--- src/hw/rtl/ed_pkg.sv ---
// Edit distance engine package: sizes, the token passed along the cell chain
// and the load/init command broadcast to the cells.
// Depends on nothing.
`timescale 1ns / 1ps
`default_nettype none
package ed_pkg;

	localparam int MAX_LEN = 64;
	localparam int LEN_W   = $clog2(MAX_LEN + 2);
	localparam int SYM_W   = 8;
	localparam int DIST_W  = 7;

	typedef logic [LEN_W-1:0] len_t;

	typedef struct packed {
		logic             valid;
		logic             has_sym;
		logic             last;
		logic             tl;
		logic [SYM_W-1:0] sym;
		len_t             left;
		len_t             diag;
		len_t             res;
	} ed_tok_t;

	typedef struct packed {
		logic             we;
		logic             init;
		len_t             idx;
		logic [SYM_W-1:0] sym;
	} ed_load_t;

endpackage
`default_nettype wire

--- src/hw/rtl/ed_ctrl.sv ---
// Head of the edit distance chain: reference length, query count (row entry
// zero), overflow flags and the token fed into the first cell. Depends on ed_pkg.
`timescale 1ns / 1ps
`default_nettype none
module ed_ctrl (
	input  wire logic                     clk,
	input  wire logic                     arst_n,
	input  wire logic                     en,
	input  wire logic                     acc,
	input  wire logic [ed_pkg::SYM_W-1:0] symbol,
	input  wire logic                     is_query,
	input  wire logic                     is_last,
	input  wire logic                     is_empty,
	output ed_pkg::len_t                  ref_len,
	output ed_pkg::ed_load_t              ld,
	output ed_pkg::ed_tok_t               tok_out
);

	localparam ed_pkg::len_t MAX = ed_pkg::len_t'(ed_pkg::MAX_LEN);

	ed_pkg::len_t    len_q;
	ed_pkg::len_t    qcnt_q;
	logic            ref_over_q;
	logic            q_over_q;
	logic            committed_q;
	ed_pkg::len_t    len_base;
	logic            over_base;
	logic            live;
	logic            sym_ok;
	logic            q_over_nxt;
	ed_pkg::len_t    qcnt_nxt;
	ed_pkg::ed_tok_t tok_nxt;

	assign ref_len = len_q;

	always_comb begin
		live       = acc && !(is_empty && !is_last);
		len_base   = committed_q ? '0 : len_q;
		over_base  = committed_q ? 1'b0 : ref_over_q;
		ld.sym     = symbol;
		ld.idx     = len_base + ed_pkg::len_t'(1);
		ld.we      = live && !is_query && !is_empty && len_base < MAX;
		ld.init    = live && !is_query && is_last;
		sym_ok     = !is_empty && qcnt_q < MAX;
		q_over_nxt = q_over_q || (!is_empty && qcnt_q >= MAX);
		qcnt_nxt   = qcnt_q + ed_pkg::len_t'(sym_ok);
		tok_nxt         = '0;
		tok_nxt.valid   = live && is_query && committed_q && (sym_ok || is_last);
		tok_nxt.has_sym = sym_ok;
		tok_nxt.last    = is_last;
		tok_nxt.tl      = ref_over_q || q_over_nxt;
		tok_nxt.sym     = symbol;
		tok_nxt.left    = qcnt_nxt;
		tok_nxt.diag    = qcnt_q;
		tok_nxt.res     = qcnt_nxt;
	end

	always_ff @(posedge clk or negedge arst_n) begin
		if (!arst_n) begin
			len_q       <= '0;
			qcnt_q      <= '0;
			ref_over_q  <= 1'b0;
			q_over_q    <= 1'b0;
			committed_q <= 1'b1;
		end else if (live) begin
			if (!is_query) begin
				len_q       <= ld.we ? ld.idx : len_base;
				ref_over_q  <= over_base || (!is_empty && len_base >= MAX);
				committed_q <= is_last;
				if (is_last) begin
					qcnt_q   <= '0;
					q_over_q <= 1'b0;
				end
			end else if (committed_q) begin
				if (is_last) begin
					qcnt_q   <= '0;
					q_over_q <= 1'b0;
				end else begin
					qcnt_q   <= qcnt_nxt;
					q_over_q <= q_over_nxt;
				end
			end
		end
	end

	always_ff @(posedge clk or negedge arst_n) begin
		if (!arst_n) begin
			tok_out <= '0;
		end else if (en) begin
			tok_out <= tok_nxt;
		end
	end

endmodule
`default_nettype wire

--- config.mk ---
export PLATFORM = sky130hd
export DESIGN_NAME = ed_ctrl
export DESIGN_NICKNAME = d
export VERILOG_FILES = /design/src/hw/rtl/ed_pkg.sv /design/src/hw/rtl/ed_ctrl.sv
export SDC_FILE = /design/constraint.sdc
export NUM_CORES = 1
export LEC_CHECK = 0
export ABC_AREA = 1
export ABC_CLOCK_PERIOD_IN_PS = 1800
export BUFFER_PORTS_ARGS = -buffer_cell sky130_fd_sc_hd__buf_2
export CORE_MARGIN = 2
export CORE_UTILIZATION = 50
export CTS_CLUSTER_DIAMETER = 50
export DETAILED_ROUTE_END_ITERATION = 16
export MAX_ROUTING_LAYER = met4
export PLACE_DENSITY = 0.79
export RECOVER_POWER = 100
export SYNTH_ARGS = -nofsm -noshare
export SYNTH_HDL_FRONTEND = slang
export SYNTH_SLANG_ARGS = --single-unit
--- constraint.sdc ---
create_clock -name clk -period 1.8 [get_ports clk]
set_clock_uncertainty 0.1 [all_clocks]
set_input_delay 0.27 -clock clk [delete_from_list [all_inputs] [get_ports clk]]
set_output_delay 0.27 -clock clk [all_outputs]
set_load 0.02 [all_outputs]
==> reports/results.ini <==
[global_route]
grt_usage = 0.233
grt_pass1_vias = 1905
gr-total-overflow = 0
grt_pass1_wl_um = 8910
grt_max_degree = 24
antenna_found_initial = 0

[setup_path]
worstPathRequired_ns = 1.43
slowest_delay_ns = 0.56
worstPathArrival_ns = 1.70
start_kind = flip-flop
path_class = reg -> out
path_max_fanout = 4
worst_path_most_repeated_cell = nand2_4
end_kind = output port
path_buf_inv = 3
worst_path_max_delay_cell = dfstp_2
cp_cell_sequence = inv_4 -> nand2_4 -> inv_2 -> ha_4 -> nand2_4 -> nor2_4 -> nand3_2 -> nand2_2 -> and2_4 -> buf_6
rrSetupSlack_ns = 0.09
cp_top_family = flip-flops

[synthesis]
ys.flop_type = dfrtp_1
synth.avg_cell_area_um2 = 8.21
ys_seq_area_frac = 0.495
syn_nets = 283
netlist_instances = 265
synth_edf_count = 0
ys_types = 24
async_reset_ff_frac = 1.00
netlist_area_um2 = 2170
yosys_warnings = 0
synth_seq_cells = 43

[floorplan]
fp-row-count = 23
initial_core_util = 0.532
core_region_area_um2 = 4090
fp.dieW_um = 70.0
dieArea_um2 = 4890
ios = 72
die_h_um = 70.0

[finish]
n_antenna_cell = 0
drive_gt1_frac = 0.301
syn_to_final_growth_pct = 30.9
nNetsFinal = 363
stdcell_area_um2 = 2850
fillers = 337
layout_common_cells = nand2_1, clkbuf_1, dfrtp_1, buf_2, buf_4
post-route-util = 0.697
final_common_cell = nand2_1
stdcell_count = 395

[sta]
tightest_slew_ns = 1.16
post-route-worst-setup-slack_ns = -0.266
setup-violations-final = 5
fin_crit_ns = 2.07
timing.hold.ws_ns = 0.103
hold_violations = 0
tns_ns = -0.775
slew_viol_final = 0
finalCritPeriodShare = 1.15
grt_setup_unrepaired = yes
relSlewSlack = 0.226
fmax_ghz = 0.484

[clock_tree]
clk_path_buf_depth = 2
cts_buffers = 5
clock-root-buffer = clkbuf_8
htreeDepth = 2
clock_sinks = 43
cts_tree = done
clk_latency_ns = 0.29
clkTransAtPathRegs_ns = 0.07

[drt]
drtIter0Drc = 132
drc_errors = 0
wirelength_um = 5420
wl_per_cell_um = 13.7
first_pass_iters = 4
vias = 1988
via_per_inst = 5.03
antenna_left = 0

[pwr]
p_int_mw = 1.73
power_frac_clock = 0.280
combPwrFrac = 0.276
power_leakage_nw = 1.44
vdd_drop_max_v = 0.000600
p_per_area_nw_per_um2 = 896
p_sw_frac = 0.322
p_switching_mw = 0.820
totalPowerFinal_mw = 2.55
power.share.sequential = 0.445

[min_path]
min_path_type = in -> reg

[run_status]
status = complete, but fails checks
violations = setup timing

[placement]
place_area_um2 = 2600
port_buffers = 71
place_ws_ns = -0.0664
gp_congestion = 0.909
hpwl_um = 3650
placedCellCount = 379

[job]
drv_cap = 0

==> power groups by stage <==
stage                     Sequential [mW]  Combinational [mW]  Clock, mW
after floorplan                      1.22               0.291          0
after global placement               1.14               0.589          0
after detailed placement             1.14               0.595          0
after CTS                            1.13               0.707      0.733
after global routing                 1.15               0.771      0.776
final                                1.13               0.703      0.713
==> timing repair <==
action                                  CTS  global route
gates resized for setup                  34            20
hold endpoints to repair                 19             0
pin swaps                                 3             8
endpoints found under the setup margin    6            12
setup buffers                             8             4
hold buffers                              1             0
==> cell usage after synthesis (4+ instances only) <==
| cell type | count | area (um^2) |
|---|---|---|
| nor2_2 | 4 | 25.0 |
| nand2_2 | 4 | 25.0 |
| inv_1 | 21 | 78.8 |
| o21ai_0 | 16 | 80.1 |
| dfrtp_1 | 42 | 1050 |
| clkbuf_1 | 5 | 18.8 |
| xor2_1 | 6 | 52.6 |
| buf_4 | 15 | 113 |
| nand2_1 | 97 | 364 |
| o21ai_2 | 6 | 52.6 |
| nor2_1 | 10 | 37.5 |
| nand3_1 | 21 | 105 |
==> layout make-up <==
type / instances / area (um^2) / area share
well taps: 50 / 62.6 / 0.0220
repair buffers: 94 / 523 / 0.184
inverters: 23 / 91.3 / 0.0321
multi-input cells: 178 / 987 / 0.347
clock inverters: 1 / 30.0 / 0.0105
clock buffers: 6 / 72.6 / 0.0255
flip-flops and latches: 43 / 1080 / 0.379
==> registers in the layout (all words and copies together) (netlist names) <==
name and cells:
q_over_q 1, tok_out 26, ref_over_q 1, committed_q 1, ref_len 7, qcnt_q 7
==> tightest hold or removal path: cells and delay by family <==
family        cells  cell delay, ns
buf+inv           1            0.08
simple gates      2            0.10
==> worst paths after layout <==
kind	start	end	cells past startpoint
max in group asynchronous	arst_n	ref_len[5]	3
min	symbol[7]	tok_out[28]	3
max reg2reg	committed_q	ref_len[2]	12
min reg2reg	tok_out[23]	tok_out[23]	2
min in group asynchronous	arst_n	tok_out[11]	2
max	committed_q	ld[14]	10
==> per-layer routing <==
layer / track usage / part of all wire / up-vias
li1: - / - / 972
met1: 0.315 / 0.44 / 929
met2: 0.358 / 0.48 / 79
met3: 0.0491 / 0.064 / 8
met4: 0.0684 / 0.019 / 0
met5: - / 0 / -
==> cell families after synthesis <==
group / count (synthesis) / share of synthesized area
AND/OR/NAND/NOR: 145 / 0.291
AO/OA/AOI/OAI: 24 / 0.0667
XOR/XNOR: 6 / 0.0242
buffers and inverters: 44 / 0.105
flip-flops: 43 / 0.495
adder cells (fa/ha/maj): 3 / 0.0173
(Power assumes the default switching activity.)
