<file path="src/hw/rtl/ed_pkg.sv">
// Edit distance engine package: sizes, the token passed along the cell chain
// and the load/init command broadcast to the cells.
// Depends on nothing.
`timescale 1ns / 1ps
`default_nettype none
package ed_pkg;

	localparam int MAX_LEN = 64;
	localparam int LEN_W   = $clog2(MAX_LEN + 2);
	localparam int SYM_W   = 8;
	localparam int DIST_W  = 7;

	typedef logic [LEN_W-1:0] len_t;

	typedef struct packed {
		logic             valid;
		logic             has_sym;
		logic             last;
		logic             tl;
		logic [SYM_W-1:0] sym;
		len_t             left;
		len_t             diag;
		len_t             res;
	} ed_tok_t;

	typedef struct packed {
		logic             we;
		logic             init;
		len_t             idx;
		logic [SYM_W-1:0] sym;
	} ed_load_t;

endpackage
`default_nettype wire

</file>
<file path="src/hw/rtl/ed_cell.sv">
// One column cell of the edit distance chain: holds a reference symbol and
// one row entry, updates it per query token. Depends on ed_pkg.
`timescale 1ns / 1ps
`default_nettype none
module ed_cell (
	input  wire logic          clk,
	input  wire logic          arst_n,
	input  wire logic          en,
	input  wire ed_pkg::len_t  idx,
	input  wire ed_pkg::len_t  ref_len,
	input  wire ed_pkg::ed_load_t ld,
	input  wire ed_pkg::ed_tok_t  tok_in,
	output ed_pkg::ed_tok_t    tok_out
);

	logic [ed_pkg::SYM_W-1:0] ref_q;
	ed_pkg::len_t             d_q;
	ed_pkg::len_t             up;
	ed_pkg::len_t             lf;
	ed_pkg::len_t             dg;
	ed_pkg::len_t             best;
	logic                     cost;
	ed_pkg::ed_tok_t          tok_nxt;

	always_comb begin
		cost = (ref_q != tok_in.sym);
		up   = d_q + ed_pkg::len_t'(1);
		lf   = tok_in.left + ed_pkg::len_t'(1);
		dg   = tok_in.diag + ed_pkg::len_t'(cost);
		best = up;
		if (lf < best) begin
			best = lf;
		end
		if (dg < best) begin
			best = dg;
		end
		tok_nxt      = tok_in;
		tok_nxt.left = tok_in.has_sym ? best : d_q;
		tok_nxt.diag = d_q;
		if (tok_in.valid && tok_in.last && idx == ref_len) begin
			tok_nxt.res = tok_in.has_sym ? best : d_q;
		end
	end

	always_ff @(posedge clk) begin
		if (ld.we && ld.idx == idx) begin
			ref_q <= ld.sym;
		end
		if (en) begin
			if (ld.init) begin
				d_q <= idx;
			end else if (tok_in.valid && tok_in.last) begin
				d_q <= idx;
			end else if (tok_in.valid && tok_in.has_sym) begin
				d_q <= best;
			end
		end
	end

	always_ff @(posedge clk or negedge arst_n) begin
		if (!arst_n) begin
			tok_out <= '0;
		end else if (en) begin
			tok_out <= tok_nxt;
		end
	end

endmodule
`default_nettype wire

</file>
<file path="config.mk">
export PLATFORM = sky130hd
export DESIGN_NAME = ed_cell
export DESIGN_NICKNAME = d
export VERILOG_FILES = /design/src/hw/rtl/ed_pkg.sv /design/src/hw/rtl/ed_cell.sv
export SDC_FILE = /design/constraint.sdc
export NUM_CORES = 1
export LEC_CHECK = 0
export ABC_AREA = 1
export BUFFER_PORTS_ARGS = -buffer_cell sky130_fd_sc_hd__buf_2
export CAP_MARGIN = 15
export CORE_ASPECT_RATIO = 0.6
export CORE_MARGIN = 2
export CORE_UTILIZATION = 52
export DETAILED_ROUTE_END_ITERATION = 7
export GPL_ROUTABILITY_DRIVEN = 0
export PLACE_DENSITY = 0.8
export SETUP_SLACK_MARGIN = 0.2
export SYNTH_ARGS = -nofsm -noshare
export SYNTH_HDL_FRONTEND = slang
export SYNTH_SLANG_ARGS = --single-unit
export TNS_END_PERCENT = 50
</file>
<file path="constraint.sdc">
create_clock -name clk -period 3.9 [get_ports clk]
set_clock_uncertainty 0.05 [all_clocks]
set_input_delay 0.195 -clock clk [delete_from_list [all_inputs] [get_ports clk]]
set_output_delay 0.195 -clock clk [all_outputs]
set_load 0.01 [all_outputs]
</file>
==> impl_metrics.toml, run 1 <==
[timing]
finalCriticalPeriod_ns = 3.71
clock.fmax_mhz = 269
slew_violations = 0
hold_viol_final = 0
slew_headroom_pct = 52.5
setup_viol = 0
worst_pin_slew_ns = 0.713
fin_ws_ns = 0.188
post-route-period-util_pct = 95.2

[floorplan]
ios = 100
die_y_um = 64.7
start_util_pct = 52.9
die-area_um2 = 6800
die_w_um = 105
coreArea_um2 = 6030
std_cell_rows = 22

[grt]
grt_max_degree = 39
grt_usage_pct = 24.2
antenna_found_initial = 0
grt_pass1_vias = 2751
grt.met3_usage_pct = 4.93
use_met2_pct = 37.3
grt_pass1_wl_um = 12900
gr-max-usage-layer = "met2"
overflow = 0
use_met1_pct = 36.2

[clock_tree]
clkTransAtPathRegs_ns = 0.10
cts_sinks = 48
cts_tree = "done"
cts_buffer_depth = 2
clockRootBuffer = "clkbuf_8"
ctsHtreeMaxLevel = 2
cts_buffers = 5
clk_latency_ns = 0.30

[pwr]
swShare_pct = 35.6
p_per_area_nw_per_um2 = 374
power_leakage_uw = 0.00217
irDropWorstVdd_mv = 0.210
clkPwrFrac_pct = 24.0
p_seq_share_pct = 38.1
internal_power_uw = 1020
switching_power_uw = 564
comb_power_share_pct = 37.9

[critical_path]
cpMaxStageDelayCell = "edfxtp_1"
worst_r2r_endpoint = "tok_out[0]"
crit_chain = "nand3_2 -> nor3_2 -> xor2_1 -> inv_1 -> ha_1 -> inv_1 -> a21oi_2 -> nand4_1 -> buf_4 -> nand2_2 -> o21ai_2 -> ha_1 -> a21oi_1 -> nor2_1 -> a211oi_4 -> buf_6 -> nand2_8 -> nand2_4 -> nand3_2 -> nand3_1 -> nand2_1 -> nand2_1"
path_class = "register to register"
crit_path_end_kind = "register"
required_ns = 4.10
reg2reg_from = "d_q[0]"
reg2reg_depth = 22
critical_path.startpoint_type = "register"
cp_slowest_stage_delay_ns = 0.48
crit_fanout = 8
arrival_ns = 3.91
r2r_setup_slack_ns = 0.19

[route]
drc_errors = 0
vias = 3188
final_antenna_net_count = 0
drt_wl_total_um = 8830
via_per_inst = 5.27
dr.pass1.iters = 8
drtIter0Drc = 243
wire_per_inst_um = 14.6

[outcome]
status = "completed"

[logic_synthesis]
ys_warn_count = 0
ys_seq_area_share_pct = 40.0
synth_seq_cells = 48
async_reset_ff_share_pct = 68.8
synth.cell_area_um2 = 3190
synth_flop_cell = "dfrtp_1"
synth_edf_count = 15
syn_inst = 402
syn_nets = 483
synth_cell_types = 35
avgSynthCellArea_um2 = 7.94

[placed_design]
io_buffers = 99
hpwl_um = 6370
place_inst = 581
pre_cts_ws_ns = 0.0167

[cells_and_area]
stdcell_count = 605
fillCellCount = 480
area_growth_pct = 32.8
antenna_cells = 0
seqCellArea_um2 = 1280
layout.nets = 601
layout_common_cells = "131 x nand2_1, 99 x buf_2, 40 x inv_1"
final_common_cell = "nand2_1"
multiInputGateArea_um2 = 1900
drive_gt1_share_pct = 35.9

[worst_hold_path]
hold_end = "ref_q[5]"
hp-class = "primary input to register"
hold_path.startpoint = "ld[5]"
hold_path_depth = 1

[run]
drv_cap = 0
[kinds of logic (layout without fill, tap and decap cells)]
kind of cell / count (synthesis) / count (layout) / share of synthesized area [%]
and+or+nand+nor: 219 / 220 / 32.9
buffers and inverters: 53 / 171 / 6.55
DFF: 48 / 48 / 40.0
AOI/OAI and AO/OA: 43 / 43 / 8.16
xor gates and xnor gates: 25 / 25 / 6.86
adders and majority gates: 14 / 14 / 5.49
[layout make-up]
cell class                 instances  area share (%)
clock buffer                       7            2.81
clock inverter                     1           0.207
inverter                          42            3.72
multi-input combinational        302            44.9
sequential                        48            30.1
tap                               84            2.48
timing repair buffer             121            15.7
[layer usage]
| metal | up-vias | routed length, µm |
|---|---|---|
| met1 | 1448 | 4030 |
| met3 | 14 | 797 |
| met5 | - | 0 |
| met4 | 0 | 73 |
| met2 | 185 | 3930 |
| li1 | 1541 | - |
[flip-flops by register name, indices dropped and copies added, names as in the netlist]
signal / flops
d_q: 7
ref_q: 8
tok_out: 33
[power by group through the flow]
stage / Combinational [µW] / Sequential [µW] / Clock (µW)
6_report: 601 / 603 / 380
5_1_grt: 655 / 609 / 404
4_1_cts: 511 / 601 / 383
3_5_place_dp: 494 / 612 / 0
3_3_place_gp: 479 / 610 / 0
2_1_floorplan: 310 / 627 / 0
[how the worst max path moves through the flow]
stage	start	end	slack, ns	depth (start not counted)
floorplan	d_q[0]	d_q[0]	0.39	20
global placement	d_q[0]	d_q[3]	0.12	20
detailed placement	d_q[0]	d_q[0]	0.02	20
CTS	d_q[0]	d_q[0]	0.24	22
global route	d_q[0]	d_q[6]	-0.005	21
finish	d_q[0]	tok_out[0]	0.19	22
[what timing repair did]
item	CTS	global route
pin swaps	0	11
gates cloned	0	1
buffers inserted	0	14
setup endpoints to repair	21	21
hold endpoints to repair	33	0
hold buffers	1	0
resized for setup	8	26
[worst max-delay path: cells and delay by family (launching register included)]
kind | cells | cell delay, ns
compound gates | 4 | 0.54
xor+xnor | 1 | 0.18
fa+ha+maj | 2 | 0.48
buf+inv | 4 | 0.56
flops | 1 | 0.48
simple gates | 11 | 1.40
[synthesized netlist by cell type, types with 2 or more instances]
master	n	share of area [%]
inv_1	40	4.7
o22ai_1	3	0.59
nand2_2	2	0.39
nor3_1	2	0.31
nand3_1	24	3.8
ha_1	14	5.5
nand2_1	133	16
xor2_1	15	4.1
o21ai_1	13	2.0
nor4_1	2	0.39
a21oi_1	8	1.3
clkbuf_1	7	0.82
o211ai_1	2	0.47
nand4_1	3	0.59
buf_4	2	0.47
nand2_8	2	1.3
nand3_2	10	3.1
nand2_4	9	3.2
nand3b_1	2	0.47
nor2_1	27	3.2
xnor2_1	10	2.7
dfrtp_1	33	26
a31oi_1	7	1.4
nor2_2	2	0.39
o21ai_0	5	0.78
buf_2	2	0.31
edfxtp_1	15	14
[through the flow]
step / TNS [ns] / instance area (µm²) / utilization (%) / power [µW] / hold WS (ns)
2_1_floorplan: 0 / 3190 / - / 937 / -0.151
3_3_place_gp: 0 / 3800 / 63.0 / 1090 / 0.242
3_5_place_dp: 0 / 3800 / 63.0 / 1110 / 0.238
4_1_cts: 0 / 3980 / 65.9 / 1500 / 0.0110
5_1_grt: -0.00544 / 4240 / 70.3 / 1670 / 0.00244
6_report: 0 / 4240 / 70.3 / 1590 / 0.0133
No activity file was read; power rests on OpenSTA's default activity.
==> run 2, diff against run 1 <==
--- a/config.mk
+++ b/config.mk
@@ -10,10 +10,11 @@
 export CAP_MARGIN = 15
 export CORE_ASPECT_RATIO = 0.6
 export CORE_MARGIN = 2
-export CORE_UTILIZATION = 52
+export CORE_UTILIZATION = 47
 export DETAILED_ROUTE_END_ITERATION = 7
 export GPL_ROUTABILITY_DRIVEN = 0
-export PLACE_DENSITY = 0.8
+export PLACE_DENSITY = 0.73
+export RECOVER_POWER = 100
 export SETUP_SLACK_MARGIN = 0.2
 export SYNTH_ARGS = -nofsm -noshare
 export SYNTH_HDL_FRONTEND = slang
==> impl_metrics.toml, run 2 (synthesized netlist as in run 1, its figures left out) <==
[outcome]
status = "finished with violations"
violations = "capacitance limit, slew limit"

[cells_and_area]
reg.largest.list = "tok_out (33), ref_q (8), d_q (7)"
multiInputGateArea_um2 = 1920
top_register = "tok_out"
seqCellArea_um2 = 1280
layout_common_cells = "130 x nand2_1, 63 x buf_2, 39 x inv_1"
largest_reg_flops = 33
final_common_cell = "nand2_1"
drive_gt1_share_pct = 29.2
area_growth_pct = 31.5
antenna_cells = 0
layout.nets = 597
fillCellCount = 595
stdcell_count = 604

[route]
wl_met3_um = 701
via_per_inst = 5.15
dr.pass1.iters = 5
met2_length_um = 3660
drt_wl_total_um = 8720
wire_per_inst_um = 14.4
wl_met1_um = 4290
drc_errors = 0
drtIter0Drc = 290
vias = 3110
final_antenna_net_count = 0
topRoutingLayerUsed = "met4"

[critical_path]
crit_chain = "ha_4 -> xnor2_2 -> ha_1 -> a21oi_2 -> nand2_1 -> nand2_1 -> nand3_1 -> nand4_1 -> nand2_4 -> nand2_2 -> o21ai_2 -> ha_1 -> a21oi_2 -> nor2_2 -> a211oi_4 -> buf_4 -> nand3_2 -> nand2_1 -> nand2_1 -> o21ai_1 -> inv_1"
r2r_setup_slack_ns = 0.16
crit_fanout = 6
crit_path_end_kind = "register"
path_class = "register to register"
critical_path.startpoint_type = "register"
crit_buf_inv = 2
critPathTopFamily = "simple AND/OR/NAND/NOR gates"
reg2reg_from = "d_q[1]"
arrival_ns = 3.73
crit_top_cell = "nand2_1"
cp_slowest_stage_delay_ns = 0.47
cpMaxStageDelayCell = "edfxtp_1"
worst_r2r_endpoint = "d_q[6]"
required_ns = 3.89
reg2reg_depth = 21

[placed_design]
pre_cts_ws_ns = 0.107
io_buffers = 99
place_inst = 587
hpwl_um = 6640

[grt]
grt_max_degree = 38
grt_pass1_wl_um = 12800
grt_usage_pct = 22.3
overflow = 0
grt_pass1_vias = 2748
antenna_found_initial = 0

[floorplan]
start_util_pct = 48.2
die_w_um = 110
die-area_um2 = 7480
coreArea_um2 = 6620
die_y_um = 67.8
ios = 100
std_cell_rows = 23

[worst_hold_path]
hp-class = "primary input to register"
hold_path_depth = 1
hold_end = "ref_q[2]"
hold_path.startpoint = "ld[2]"

[clock_tree]
clkTransAtPathRegs_ns = 0.06
ctsHtreeMaxLevel = 2
cts_tree = "done"
cts_sinks = 48
cts_buffer_depth = 2
cts_buffers = 5
clockRootBuffer = "clkbuf_16"
clk_latency_ns = 0.28

[pwr]
p_per_area_nw_per_um2 = 389
irDropWorstVdd_mv = 0.209
power_leakage_uw = 0.00205

[timing]
finalCriticalPeriod_ns = 3.74
slew_headroom_pct = -15.7
clock.fmax_mhz = 268
fin_ws_ns = 0.163
rsz0062_at_grt = "yes"
worst_pin_slew_ns = 1.74
hold_viol_final = 0
setup_viol = 0
slew_violations = 34
post-route-period-util_pct = 95.8

[run]
drv_cap = 1
-- run 2: cell types whose count changed in the layout (fill, tap and decap cells not counted), moves of 2 or more --
cell	change
clkbuf_1	+38
buf_2	-36
buf_4	-6
clkbuf_8	-4
clkbuf_16	+3
nand3_1	-3
nand3_4	+2
-- run 2: repair_timing --
action | CTS | global route
resized for setup | 3 | 38
endpoints found under the setup margin | 12 | 21
cloned | 0 | 1
hold endpoints to repair | 33 | 0
pin swaps | 0 | 17
hold buffers | 1 | 0
setup buffers | 0 | 7
-- run 2: layout make-up --
type	instances	share of cell area (%)
sequential	48	30.4
clock inverter	2	0.328
multi-input combinational	302	45.7
clock buffer	6	3.31
inverter	42	3.76
tap	87	2.59
timing repair buffer	117	13.9
-- run 2: power breakdown --
group | internal (µW) | switching [µW] | total, µW | leakage [µW]
sequential | 571 | 32.6 | 604 | 0.000533
clock | 255 | 185 | 440 | 0.0000734
combinational | 231 | 357 | 588 | 0.00144
total | 1060 | 574 | 1630 | 0.00205
-- run 2: worst max path at each step --
stage                   to      from  slack (ns)  cells after the start
floorplan           d_q[0]    d_q[0]        0.39                     20
finish              d_q[6]    d_q[1]        0.16                     21
global route        d_q[3]    d_q[0]      -0.004                     21
detailed placement  d_q[1]    d_q[0]        0.11                     20
CTS                 d_q[1]  ref_q[7]        0.21                     18
global placement    d_q[1]  ref_q[6]        0.33                     18
-- run 2: per-stage QoR --
| step | util, % | area, µm² | hold WS (ns) | TNS (ns) | total power, µW |
|---|---|---|---|---|---|
| 2_1_floorplan | - | 3190 | -0.151 | 0 | 937 |
| 3_3_place_gp | 57.8 | 3820 | 0.249 | 0 | 1100 |
| 3_5_place_dp | 57.8 | 3820 | 0.246 | 0 | 1120 |
| 4_1_cts | 60.4 | 4000 | 0.0259 | 0 | 1560 |
| 5_1_grt | 63.4 | 4200 | 0.0246 | -0.00390 | 1720 |
| 6_report | 63.4 | 4200 | 0.0309 | 0 | 1630 |
-- run 2: per-layer routing --
layer	GRT usage (%)	up-vias
li1	-	1533
met1	34.2	1421
met2	32.9	150
met3	4.19	6
met4	4.38	0
met5	0	-
